==> src/rtl/lcdseq_pkg.sv <==
// ----------------------------------------------------------------------------
// lcdseq_pkg: shared types, codes and microcode for the LCD nibble sequencer
// Holds the register map, command codes, control word layout and the
// read-only program that turns each command into pin phases.
// ----------------------------------------------------------------------------
`default_nettype none

package lcdseq_pkg;

    // Number of display lines served by the cursor command (1 to 4)
    localparam int DISPLAY_LINES = 2;

    // Command codes
    localparam logic [1:0] CMD_WRITE  = 2'd0;
    localparam logic [1:0] CMD_CURSOR = 2'd1;
    localparam logic [1:0] CMD_INIT   = 2'd2;

    // Register indexes on the configuration port
    localparam int REG_IDX_W = 3;
    localparam logic [REG_IDX_W-1:0] REG_DISPLAY_MODE   = 3'd0;
    localparam logic [REG_IDX_W-1:0] REG_FUNCTION_SET   = 3'd1;
    localparam logic [REG_IDX_W-1:0] REG_LINE_ONE       = 3'd2;
    localparam logic [REG_IDX_W-1:0] REG_LINE_TWO       = 3'd3;
    localparam logic [REG_IDX_W-1:0] REG_LINE_THREE     = 3'd4;
    localparam logic [REG_IDX_W-1:0] REG_LINE_FOUR      = 3'd5;
    localparam logic [REG_IDX_W-1:0] REG_DISPLAY_LENGTH = 3'd6;

    typedef struct packed {
        logic [7:0] display_mode;
        logic [7:0] function_set;
        logic [6:0] line_one_start;
        logic [6:0] line_two_start;
        logic [6:0] line_three_start;
        logic [6:0] line_four_start;
        logic [5:0] display_length;
    } cfg_t;

    localparam cfg_t CFG_RESET = '{
        display_mode:     8'd12,
        function_set:     8'd40,
        line_one_start:   7'd0,
        line_two_start:   7'd64,
        line_three_start: 7'd20,
        line_four_start:  7'd84,
        display_length:   6'd16
    };

    // Cursor unit result
    typedef struct packed {
        logic       valid;
        logic [7:0] addr;
    } cursor_t;

    localparam logic [7:0] SET_DDRAM_ADDR = 8'h80;

    // Control word
    typedef enum logic [2:0] {
        BSRC_DATA,
        BSRC_CURSOR,
        BSRC_FSET,
        BSRC_DMODE,
        BSRC_LIT
    } bsrc_t;

    typedef enum logic {
        HALF_HI,
        HALF_LO
    } half_t;

    typedef struct packed {
        logic       en;
        bsrc_t      bsrc;
        half_t      half;
        logic [7:0] lit;
        logic [6:0] wait_ms;
        logic       last;
    } ucode_t;

    // Program layout
    localparam int STEP_W = 6;
    localparam logic [STEP_W-1:0] STEP_WRITE  = 6'd0;
    localparam logic [STEP_W-1:0] STEP_CURSOR = 6'd4;
    localparam logic [STEP_W-1:0] STEP_INIT   = 6'd8;
    localparam logic [STEP_W-1:0] STEP_END    = 6'd32;

    localparam logic [7:0] INSTR_DISPLAY_OFF = 8'h08;
    localparam logic [7:0] INSTR_CLEAR       = 8'h01;

    function automatic ucode_t uc(input logic en, input bsrc_t bsrc, input half_t half,
                                  input logic [7:0] lit, input logic [6:0] wait_ms,
                                  input logic last);
        ucode_t w;
        w.en      = en;
        w.bsrc    = bsrc;
        w.half    = half;
        w.lit     = lit;
        w.wait_ms = wait_ms;
        w.last    = last;
        return w;
    endfunction

    function automatic ucode_t ucode_rom(input logic [STEP_W-1:0] step);
        ucode_t w;
        case (step)
            // write byte
            6'd0:  w = uc(1'b1, BSRC_DATA,   HALF_HI, 8'h00, 7'd1,   1'b0);
            6'd1:  w = uc(1'b0, BSRC_DATA,   HALF_HI, 8'h00, 7'd1,   1'b0);
            6'd2:  w = uc(1'b1, BSRC_DATA,   HALF_LO, 8'h00, 7'd1,   1'b0);
            6'd3:  w = uc(1'b0, BSRC_DATA,   HALF_LO, 8'h00, 7'd2,   1'b1);
            // set cursor
            6'd4:  w = uc(1'b1, BSRC_CURSOR, HALF_HI, 8'h00, 7'd1,   1'b0);
            6'd5:  w = uc(1'b0, BSRC_CURSOR, HALF_HI, 8'h00, 7'd1,   1'b0);
            6'd6:  w = uc(1'b1, BSRC_CURSOR, HALF_LO, 8'h00, 7'd1,   1'b0);
            6'd7:  w = uc(1'b0, BSRC_CURSOR, HALF_LO, 8'h00, 7'd2,   1'b1);
            // power-up: idle, three 8-bit wakeups, switch to 4-bit
            6'd8:  w = uc(1'b0, BSRC_LIT,    HALF_LO, 8'h00, 7'd100, 1'b0);
            6'd9:  w = uc(1'b1, BSRC_LIT,    HALF_LO, 8'h03, 7'd1,   1'b0);
            6'd10: w = uc(1'b0, BSRC_LIT,    HALF_LO, 8'h03, 7'd6,   1'b0);
            6'd11: w = uc(1'b1, BSRC_LIT,    HALF_LO, 8'h03, 7'd1,   1'b0);
            6'd12: w = uc(1'b0, BSRC_LIT,    HALF_LO, 8'h03, 7'd2,   1'b0);
            6'd13: w = uc(1'b1, BSRC_LIT,    HALF_LO, 8'h03, 7'd1,   1'b0);
            6'd14: w = uc(1'b0, BSRC_LIT,    HALF_LO, 8'h03, 7'd2,   1'b0);
            6'd15: w = uc(1'b1, BSRC_LIT,    HALF_LO, 8'h02, 7'd1,   1'b0);
            6'd16: w = uc(1'b0, BSRC_LIT,    HALF_LO, 8'h02, 7'd6,   1'b0);
            // function set, with a 5 ms longer settle
            6'd17: w = uc(1'b1, BSRC_FSET,   HALF_HI, 8'h00, 7'd1,   1'b0);
            6'd18: w = uc(1'b0, BSRC_FSET,   HALF_HI, 8'h00, 7'd1,   1'b0);
            6'd19: w = uc(1'b1, BSRC_FSET,   HALF_LO, 8'h00, 7'd1,   1'b0);
            6'd20: w = uc(1'b0, BSRC_FSET,   HALF_LO, 8'h00, 7'd7,   1'b0);
            // display off
            6'd21: w = uc(1'b1, BSRC_LIT, HALF_HI, INSTR_DISPLAY_OFF, 7'd1, 1'b0);
            6'd22: w = uc(1'b0, BSRC_LIT, HALF_HI, INSTR_DISPLAY_OFF, 7'd1, 1'b0);
            6'd23: w = uc(1'b1, BSRC_LIT, HALF_LO, INSTR_DISPLAY_OFF, 7'd1, 1'b0);
            6'd24: w = uc(1'b0, BSRC_LIT, HALF_LO, INSTR_DISPLAY_OFF, 7'd2, 1'b0);
            // clear
            6'd25: w = uc(1'b1, BSRC_LIT, HALF_HI, INSTR_CLEAR, 7'd1, 1'b0);
            6'd26: w = uc(1'b0, BSRC_LIT, HALF_HI, INSTR_CLEAR, 7'd1, 1'b0);
            6'd27: w = uc(1'b1, BSRC_LIT, HALF_LO, INSTR_CLEAR, 7'd1, 1'b0);
            6'd28: w = uc(1'b0, BSRC_LIT, HALF_LO, INSTR_CLEAR, 7'd2, 1'b0);
            // display mode
            6'd29: w = uc(1'b1, BSRC_DMODE,  HALF_HI, 8'h00, 7'd1,   1'b0);
            6'd30: w = uc(1'b0, BSRC_DMODE,  HALF_HI, 8'h00, 7'd1,   1'b0);
            6'd31: w = uc(1'b1, BSRC_DMODE,  HALF_LO, 8'h00, 7'd1,   1'b0);
            6'd32: w = uc(1'b0, BSRC_DMODE,  HALF_LO, 8'h00, 7'd2,   1'b1);
            default: w = uc(1'b0, BSRC_LIT,  HALF_LO, 8'h00, 7'd1,   1'b1);
        endcase
        return w;
    endfunction

endpackage

`default_nettype wire

==> src/rtl/char_lcd_nibble_sequencer.sv <==
// ----------------------------------------------------------------------------
// char_lcd_nibble_sequencer: 4-bit character LCD command sequencer
// Turns write, cursor and init requests into timed pin phases (E, RS,
// D7..D4, hold time) driven by a microcoded step counter.
// ----------------------------------------------------------------------------
//
//  channel   dir  handshake                  contents
//  -------   ---  -------------------------  -------------------------------
//  s_axis    in   s_axis_tvalid/tready       one request: cmd, byte, line...
//  m_axis    out  m_axis_tvalid/tready       one pin phase per beat, tlast
//                                            on the final phase of a request
//  cfg       in   cfg_valid/cfg_ready        register index + write data
//
//  Flow: a request is accepted and dispatched, then the step counter issues
//  one phase per cycle, unless stalled, through the routine for its command.
//  A cursor request to a line off the display and an unknown command are
//  accepted but emit nothing.
//  Reset: rst_n clears the sequencer and the output valid flag and restores
//  the register defaults; no clearing pass.
//  Stalls: the step counter holds while the output register is full and
//  m_axis_tready is low. A new request is taken as soon as the last phase
//  of the previous one sits in the output register.
//
`default_nettype none

module char_lcd_nibble_sequencer #(
    parameter int LINES = lcdseq_pkg::DISPLAY_LINES
) (
    input  logic        clk,
    input  logic        rst_n,

    input  logic        s_axis_tvalid,
    output logic        s_axis_tready,
    input  logic [23:0] s_axis_tdata,   // [7:0] data_byte, [15:8] line_number,
                                        // [23:16] column
    input  logic [2:0]  s_axis_tuser,   // [1:0] cmd, [2] reg_select

    output logic        m_axis_tvalid,
    input  logic        m_axis_tready,
    output logic [15:0] m_axis_tdata,   // [0] pin_enable, [4:1] pin_data,
                                        // [11:5] wait_ms, [15:12] zero
    output logic        m_axis_tuser,   // [0] pin_rs
    output logic        m_axis_tlast,

    input  logic        cfg_valid,
    output logic        cfg_ready,
    input  logic [2:0]  cfg_index,
    input  logic [7:0]  cfg_data
);
    import lcdseq_pkg::*;

    // request fields
    logic [1:0] in_cmd;
    logic [7:0] in_data_byte;
    logic       in_reg_select;
    logic [7:0] in_line_number;
    logic [7:0] in_column;

    assign in_cmd         = s_axis_tuser[1:0];
    assign in_reg_select  = s_axis_tuser[2];
    assign in_data_byte   = s_axis_tdata[7:0];
    assign in_line_number = s_axis_tdata[15:8];
    assign in_column      = s_axis_tdata[23:16];

    // configuration registers
    cfg_t cfg_reg;

    // sequencer state
    logic              busy_reg;
    logic [STEP_W-1:0] step_reg;

    // operands latched on accept
    logic [7:0] byte_reg;
    logic       rs_reg;
    logic [7:0] cursor_reg;

    // output register
    logic       out_valid_reg;
    logic       out_en_reg;
    logic       out_rs_reg;
    logic [3:0] out_nib_reg;
    logic [6:0] out_wait_reg;
    logic       out_last_reg;

    cursor_t cursor;
    ucode_t  uw;
    logic    s_accept;
    logic    out_free;
    logic    issue;
    logic [7:0] sel_byte;
    logic [3:0] sel_nib;
    logic       sel_rs;

    lcdseq_cursor #(
        .LINES (LINES)
    ) u_cursor (
        .cfg         (cfg_reg),
        .line_number (in_line_number),
        .column      (in_column),
        .cursor      (cursor)
    );

    assign cfg_ready     = 1'b1;
    assign s_axis_tready = !busy_reg;
    assign s_accept      = s_axis_tvalid && s_axis_tready;

    // room in the output register for the next phase
    assign out_free = !out_valid_reg || m_axis_tready;
    assign issue    = busy_reg && out_free;

    // fetch the control word of the current step
    assign uw = ucode_rom(step_reg);

    always_comb
    begin
        case (uw.bsrc)
            BSRC_DATA:   sel_byte = byte_reg;
            BSRC_CURSOR: sel_byte = cursor_reg;
            BSRC_FSET:   sel_byte = cfg_reg.function_set;
            BSRC_DMODE:  sel_byte = cfg_reg.display_mode;
            BSRC_LIT:    sel_byte = uw.lit;
            default:     sel_byte = uw.lit;
        endcase
        sel_nib = (uw.half == HALF_HI) ? sel_byte[7:4] : sel_byte[3:0];
        // only a plain byte write drives RS from the request
        sel_rs  = (uw.bsrc == BSRC_DATA) ? rs_reg : 1'b0;
    end

    // control: config, dispatch, step counter, output valid
    always_ff @(posedge clk or negedge rst_n)
    begin
        if (!rst_n)
        begin
            cfg_reg       <= CFG_RESET;
            busy_reg      <= 1'b0;
            step_reg      <= STEP_WRITE;
            out_valid_reg <= 1'b0;
        end
        else
        begin
            if (cfg_valid && cfg_ready)
            begin
                case (cfg_index)
                    REG_DISPLAY_MODE:   cfg_reg.display_mode     <= cfg_data;
                    REG_FUNCTION_SET:   cfg_reg.function_set     <= cfg_data;
                    REG_LINE_ONE:       cfg_reg.line_one_start   <= cfg_data[6:0];
                    REG_LINE_TWO:       cfg_reg.line_two_start   <= cfg_data[6:0];
                    REG_LINE_THREE:     cfg_reg.line_three_start <= cfg_data[6:0];
                    REG_LINE_FOUR:      cfg_reg.line_four_start  <= cfg_data[6:0];
                    REG_DISPLAY_LENGTH: cfg_reg.display_length   <= cfg_data[5:0];
                    default:            ;
                endcase
            end

            // load a new phase, or drop the current one once taken
            if (issue)
                out_valid_reg <= 1'b1;
            else if (m_axis_tready)
                out_valid_reg <= 1'b0;

            if (s_accept)
            begin
                // jump to the routine for this command
                case (in_cmd)
                    CMD_WRITE:
                    begin
                        busy_reg <= 1'b1;
                        step_reg <= STEP_WRITE;
                    end
                    CMD_CURSOR:
                    begin
                        busy_reg <= cursor.valid;
                        step_reg <= STEP_CURSOR;
                    end
                    CMD_INIT:
                    begin
                        busy_reg <= 1'b1;
                        step_reg <= STEP_INIT;
                    end
                    default: ;
                endcase
            end
            else if (issue)
            begin
                if (uw.last)
                    busy_reg <= 1'b0;
                else
                    step_reg <= step_reg + STEP_W'(1);
            end
        end
    end

    // payload registers
    always_ff @(posedge clk)
    begin
        if (s_accept)
        begin
            byte_reg   <= in_data_byte;
            rs_reg     <= in_reg_select;
            cursor_reg <= cursor.addr;
        end
        if (issue)
        begin
            out_en_reg   <= uw.en;
            out_rs_reg   <= sel_rs;
            out_nib_reg  <= sel_nib;
            out_wait_reg <= uw.wait_ms;
            out_last_reg <= uw.last;
        end
    end

    assign m_axis_tvalid = out_valid_reg;
    assign m_axis_tdata  = {4'b0000, out_wait_reg, out_nib_reg, out_en_reg};
    assign m_axis_tuser  = out_rs_reg;
    assign m_axis_tlast  = out_last_reg;

    // the step counter stays inside the program while running
    assert property (@(posedge clk) disable iff (!rst_n)
        busy_reg |-> (step_reg <= STEP_END))
        else $error("step counter ran past the program");

    // issuing the final control word ends the routine
    assert property (@(posedge clk) disable iff (!rst_n)
        (issue && uw.last) |=> (!busy_reg && out_valid_reg && m_axis_tlast))
        else $error("routine did not end on its last phase");

    // an init request lands on the start of the init routine
    assert property (@(posedge clk) disable iff (!rst_n)
        (s_accept && in_cmd == CMD_INIT) |=> (busy_reg && step_reg == STEP_INIT))
        else $error("init dispatch went astray");

    // every emitted phase holds for at least one millisecond
    assert property (@(posedge clk) disable iff (!rst_n)
        out_valid_reg |-> (out_wait_reg != 7'd0))
        else $error("phase with zero hold time");

endmodule

`default_nettype wire

==> src/rtl/lcdseq_cursor.sv <==
// ----------------------------------------------------------------------------
// lcdseq_cursor: cursor address unit
// Clamps the column to the line length, picks the line start and forms the
// set-address instruction; flags lines outside the display.
// ----------------------------------------------------------------------------
`default_nettype none

module lcdseq_cursor #(
    parameter int LINES = lcdseq_pkg::DISPLAY_LINES
) (
    input  lcdseq_pkg::cfg_t    cfg,
    input  logic [7:0]          line_number,
    input  logic [7:0]          column,
    output lcdseq_pkg::cursor_t cursor
);
    import lcdseq_pkg::*;

    logic [5:0] len;
    logic [7:0] col_clamped;
    logic [6:0] start;
    logic [1:0] line_idx;

    always_comb
    begin
        // zero length behaves as one
        len         = (cfg.display_length == 6'd0) ? 6'd1 : cfg.display_length;
        col_clamped = (column >= {2'b00, len}) ? {2'b00, len - 6'd1} : column;
        line_idx    = 2'(line_number - 8'd1);
        case (line_idx)
            2'd0:    start = cfg.line_one_start;
            2'd1:    start = cfg.line_two_start;
            2'd2:    start = cfg.line_three_start;
            2'd3:    start = cfg.line_four_start;
            default: start = cfg.line_one_start;
        endcase
        cursor.valid = (line_number != 8'd0) && (line_number <= 8'(LINES));
        cursor.addr  = SET_DDRAM_ADDR + {1'b0, start} + col_clamped;
    end

endmodule

`default_nettype wire
==> config.mk <==
export PLATFORM = sky130hd
export DESIGN_NAME = char_lcd_nibble_sequencer
export DESIGN_NICKNAME = d
export VERILOG_FILES = /design/src/rtl/lcdseq_pkg.sv /design/src/rtl/char_lcd_nibble_sequencer.sv /design/src/rtl/lcdseq_cursor.sv
export SDC_FILE = /design/constraint.sdc
export NUM_CORES = 1
export LEC_CHECK = 0
export ABC_AREA = 1
export BUFFER_PORTS_ARGS = -buffer_cell sky130_fd_sc_hd__buf_4
export CAP_MARGIN = 15
export CORE_MARGIN = 8
export CORE_UTILIZATION = 58
export DETAILED_ROUTE_END_ITERATION = 16
export HOLD_SLACK_MARGIN = 0.1
export MAX_ROUTING_LAYER = met4
export PLACE_DENSITY = 0.77
export SLEW_MARGIN = 10
export SYNTH_ARGS = -nofsm -noshare
export SYNTH_HDL_FRONTEND = slang
export SYNTH_HIERARCHICAL = 1
export SYNTH_SLANG_ARGS = --single-unit
==> constraint.sdc <==
create_clock -name clk -period 3.75 [get_ports clk]
set_input_delay 0.375 -clock clk [delete_from_list [all_inputs] [get_ports clk]]
set_output_delay 0.375 -clock clk [all_outputs]
set_load 0.05 [all_outputs]
==> Word level (Yosys, flattened, before mapping) <==
Memory sizes are Yosys's and may differ from the RTL's.
Index checks and enable logic that the tools add are counted.
{ "totals": {"register_bits": 89, "romBits": 896, "inputBits": 43, "out_inout_bits": 21, "n_memories": 1} }
{ "op_classes": {"addsub": 5, "magnitude_cmp": 2, "eq_ne": 17, "muxes": 15, "reduce_logical": 25} }
{ "memory_table": {"columns": ["name", "depth", "width", "read_ports", "rd_clocked_by_memory_dff", "wr", "line_no", "source"], "rows": [
  ["(name not given)", 64, 14, 1, 0, 0, "lcdseq_pkg.sv:104", "case (step)"]
]} }
{ "ops": {"columns": ["op", "count"], "rows": [
  ["8-bit one-hot mux with 4 select lines", 1],
  ["7-bit one-hot mux with 4 select lines", 1],
  ["6-bit two-way mux", 4],
  ["6-bit one-hot mux with 3 select lines", 1],
  ["2-bit AND reduction", 7],
  ["3-bit by 2-bit == test with 1-bit output (second input constant)", 4],
  ["3-bit == test (second input constant)", 3],
  ["8-bit by 7-bit adder with 8-bit output (first input constant)", 1],
  ["8-bit adder", 1],
  ["8-bit by 6-bit >= comparator with 1-bit output", 1],
  ["8-bit by 2-bit less-or-equal comparator with 1-bit output (second input constant)", 1],
  ["8-bit two-way mux", 1],
  ["8-bit nonzero test", 1],
  ["6-bit by 1-bit adder with 6-bit output (second input constant)", 1],
  ["2-bit == test (second input constant)", 3],
  ["3-bit by 1-bit == test with 1-bit output (second input constant)", 2],
  ["3-bit logical NOT", 2],
  ["6-bit logical NOT", 1],
  ["3-bit AND reduction", 2],
  ["2-bit nonzero test", 3],
  ["6-bit by 1-bit subtractor with 6-bit output (second input constant)", 1],
  ["1-bit two-way mux", 5],
  ["2-bit by 1-bit == test with 1-bit output (second input constant)", 2],
  ["2-bit logical NOT", 2],
  ["10 further kinds", 13]
]} }

==> Longest topological paths before layout <==
{ "logic_depth": {"depth_word": 5, "depth_mapped": 20, "ltp_nobuf": 20} }

==> By module <==
The synthesis kept the hierarchy.
{ "by_module_without_submodules": {"columns": ["mod", "n_inst", "cells_per_inst", "area_each_um2", "seq_area_each_um2"], "rows": [
  ["char_lcd_nibble_sequencer", 1, 428, 3898.7, 2306.0],
  ["lcdseq_cursor", 1, 158, 878.3, 0.0]
]} }

==> Worst setup path before layout <==
OpenSTA, ideal clock, no wires.
{ "synth_timing": {"kind": "reg2reg", "from": "reg cfg_reg[4] (netlist name)", "to": "reg cursor_reg[6] (data pin)", "setup_ps": 258, "t_arrival_ps": 2575, "t_required_ps": 3492, "setup_slack_ps": 917, "path_stages_with_launch": 18, "path_cell_list": "dfstp_2 > nor2_1 > nand3_1 > nand2_1 > ha_1 > nand2_1 > nand3_1 > nand2_1 > nand2_1 > nand2_1 > nand2_4 > o21ai_2 > ha_1 > inv_1 > fa_1 > nor3_1 > nand3b_1 > xor2_1"} }
{ "synth_lines": {"columns": ["element", "line_no", "source"], "rows": [
  ["start, declared", "char_lcd_nibble_sequencer.sv:66", "cfg_t cfg_reg;"],
  ["end signal, assigned", "char_lcd_nibble_sequencer.sv:200", "cursor_reg <= cursor.addr;"],
  ["end, declared", "char_lcd_nibble_sequencer.sv:75", "logic [7:0] cursor_reg;"]
]} }

==> results.tsv <==
stage	metric	value	unit
sta	rsz0062_at_grt	no	
global_route	met2_usage	0.3157	
routing	drc	0	
sta	clock.fmax	317.9	MHz
power_and_ir_drop	p_leak	2.760	nW
global_route	grt_max_degree	59	
global_route	grt_pass1_wl	16.97	mm
routing	vias_per_cell	5.257	
floorplan	pin_count	64	
synthesis	avgSynthCellArea	8.152	um2
global_route	top_usage_layer	met2	
synthesis	syn_inst	586	
critical_path	path_buf_inv	1	
critical_path	required	3840	ps
critical_path	cp_cell_sequence	nor2_1 -> nand3_1 -> nand2_1 -> ha_1 -> nand2_1 -> nand3_1 -> nand2_1 -> nand2_1 -> nand2_1 -> nand2_4 -> o21ai_2 -> ha_1 -> inv_1 -> fa_1 -> nor3_1 -> nand3b_1 -> xor2_1	
global_route	use_met1	0.2320	
routing	wl_per_cell	13.70	um
routing	drt_iter0_drc	206	
layout	stdcell_count	751	
power_and_ir_drop	power_density	643.9	nW/um2
synthesis	ys_ff_latch	86	
critical_path	arrival	3240	ps
placement	place_congestion	0.8997	
clock_network	cts_root_buf	clkbuf_8	
clock_network	clk_path_buf_depth	2	
critical_path	critPathMaxStageDelay	420	ps
layout	fin_area	5419	um2
routing	num_vias	3948	
synthesis	synth_flop_cell	dfrtp_1	
critical_path	critPathMaxFanout	9	
floorplan	rows	33	
worst_hold_path	hold_path_class	in -> reg	
layout	mostFrequentLayoutCell	nand2_1	
clock_network	clkLatencyLatePin	350	ps
routing	postRouteAntennaNets	0	
power_and_ir_drop	total_power	3.489	mW
placement	dpl_cell_area	5240	um2
clock_network	cts_buffers	9	
synthesis	syn-cell-area	4777	um2
critical_path	cp-start-kind	flip-flop	
critical_path	crit_family	simple AND/OR/NAND/NOR gates	
sta	fin_skew	18.34	ps
synthesis	synth_edf_count	28	
sta	slew_violations	0	
floorplan	die_w	106.8	um
synthesis	yosysUniqueCellTypes	42	
floorplan	coreArea	8093	um2
floorplan	die-area	11400	um2
critical_path	slowest_stage	dfrtp_1	
sta	relSlewSlack	0.5178	
global_route	grt_pass1_vias	3668	
clock_network	tritoncts	yes	
sta	fin_crit_sh	0.8388	
sta	setup_violations	0	
synthesis	yosysSeqAreaShare	0.4827	
layout	fin_util	0.6696	
layout	nets	706	
layout	largest_register_ff_count	50	
sta	worst-slew-pin-transition	723.3	ps
clock_network	htree_levels	3	
clock_network	postCtsResizedCells	0	
placement	hpwl	7.785	mm
critical_path	crit_path_frequent_cell	nand2_1	
clock_network	clock_sinks	86	
synthesis	async_flop_share	0.6744	
run	max_cap_viol_count	0	
placement	dp.cells	734	
layout	drive_gt1_frac	0.1610	
floorplan	initial_core_util	0.5903	
power_and_ir_drop	vdd_drop_max	322.4	uV
status	status	finished, final reports clean	
global_route	grt_util_all_layers	0.1884	
sta	final.setup.tns	0	ps
sta	hold_violations	0	
routing	drt_wl_total	10.29	mm
layout	area_growth	13.44	%
global_route	antenna_found_initial	0	
layout	antenna_cells	0	
clock_network	path_clk_slew	90	ps
synthesis	yosysWarnings	6	
critical_path	path_class	reg -> reg	
global_route	use_met3	0.02639	
critical_path	endpoint_kind	flip-flop	
sta	post-route-min-period	3145	ps
routing	dr.pass1.iters	5	
layout	mostFrequentLayoutCells	160 x nand2_1, 77 x inv_1, 75 x o21ai_0, 58 x buf_4, 47 x dfrtp_1	
global_route	grt-ovfl-total	0	
floorplan	die_h	106.8	um
placement	portBuffers	56	
worst register-to-register path, cell delays in order (launching register included):
cell and delay, ps:
dfrtp_1 420, nor2_1 230, nand3_1 160, nand2_1 110, ha_1 230, nand2_1 60
nand3_1 70, nand2_1 50, nand2_1 50, nand2_1 200, nand2_4 120, o21ai_2 130
ha_1 170, inv_1 50, fa_1 410, nor3_1 210, nand3b_1 160, xor2_1 70
through the flow:
step           setup slack (ps)  hold WS (ps)
2_1_floorplan             917.3         79.41
3_5_place_dp              650.2         468.2
3_3_place_gp              780.0         460.8
5_1_grt                   363.9         171.0
4_1_cts                   645.9         181.3
6_report                  604.7         197.7
routing by layer:
metal | up-vias | part of all wire
met3 | 10 | 0.051
li1 | 1982 | -
met5 | - | 0
met4 | 0 | 0.010
met1 | 1844 | 0.44
met2 | 112 | 0.50
layout make-up:
type | count | area, um2
inverters | 82 | 307.8
clock inverters | 4 | 30.03
flip-flops and latches | 86 | 2306
repair buffers | 59 | 445.4
multi-input cells | 403 | 2059
fillers | 705 | 2674
well taps | 105 | 131.4
clock buffers | 12 | 138.9
final timing paths:
kind	from	endpoint	slack [ps]	cells after the start
worst max-delay path	cfg_reg[2]	cursor_reg[6]	600	17
worst min-delay path	s_axis_tdata[1]	byte_reg[1]	200	1
worst max register to register	cfg_reg[2]	cursor_reg[6]	600	17
worst min register to register	cfg_reg[7]	cfg_reg[7]	490	2
max in group asynchronous	rst_n	cfg_reg[2]	2650	2
min in group asynchronous	rst_n	cfg_reg[9]	610	2
Yosys cell counts (4+ instances only):
cell type,number,area share
a21oi_1,16,0.017
buf_4,10,0.016
clkbuf_1,7,0.0055
dfrtp_1,47,0.25
dfstp_2,11,0.061
edfxtp_1,28,0.18
ha_1,21,0.055
inv_1,77,0.061
inv_2,4,0.0031
nand2_1,160,0.13
nand2_2,4,0.0052
nand3_1,35,0.037
nor2_1,39,0.031
nor2_2,4,0.0052
nor3_1,4,0.0042
o21ai_0,75,0.079
o21ai_1,6,0.0063
xor2_1,4,0.0073
report_power, final:
group / total [mW] / internal (mW) / switching, mW / leakage [nW]
clock: 0.578 / 0.254 / 0.325 / 0.0892
sequential: 1.44 / 1.30 / 0.143 / 0.972
combinational: 1.47 / 0.493 / 0.978 / 1.70
total: 3.49 / 2.04 / 1.45 / 2.76
kinds of logic (layout without fill, tap and decap cells):
logic type	Yosys count	count (layout)	synth area share
compound gates	110	110	0.1252
fa+ha+maj	22	22	0.05919
other cells	3	8	0.002357
xor+xnor	7	7	0.01283
buf+inv	102	157	0.09010
flops	86	86	0.4827
simple gates	256	256	0.2276
timing repair:
action / 4_1_cts / 5_1_grt
hold buffers: 1 / 0
buffers inserted: 0 / 0
endpoints found under the hold margin: 27 / 0
Note: power is estimated with default switching activity, not from simulation.
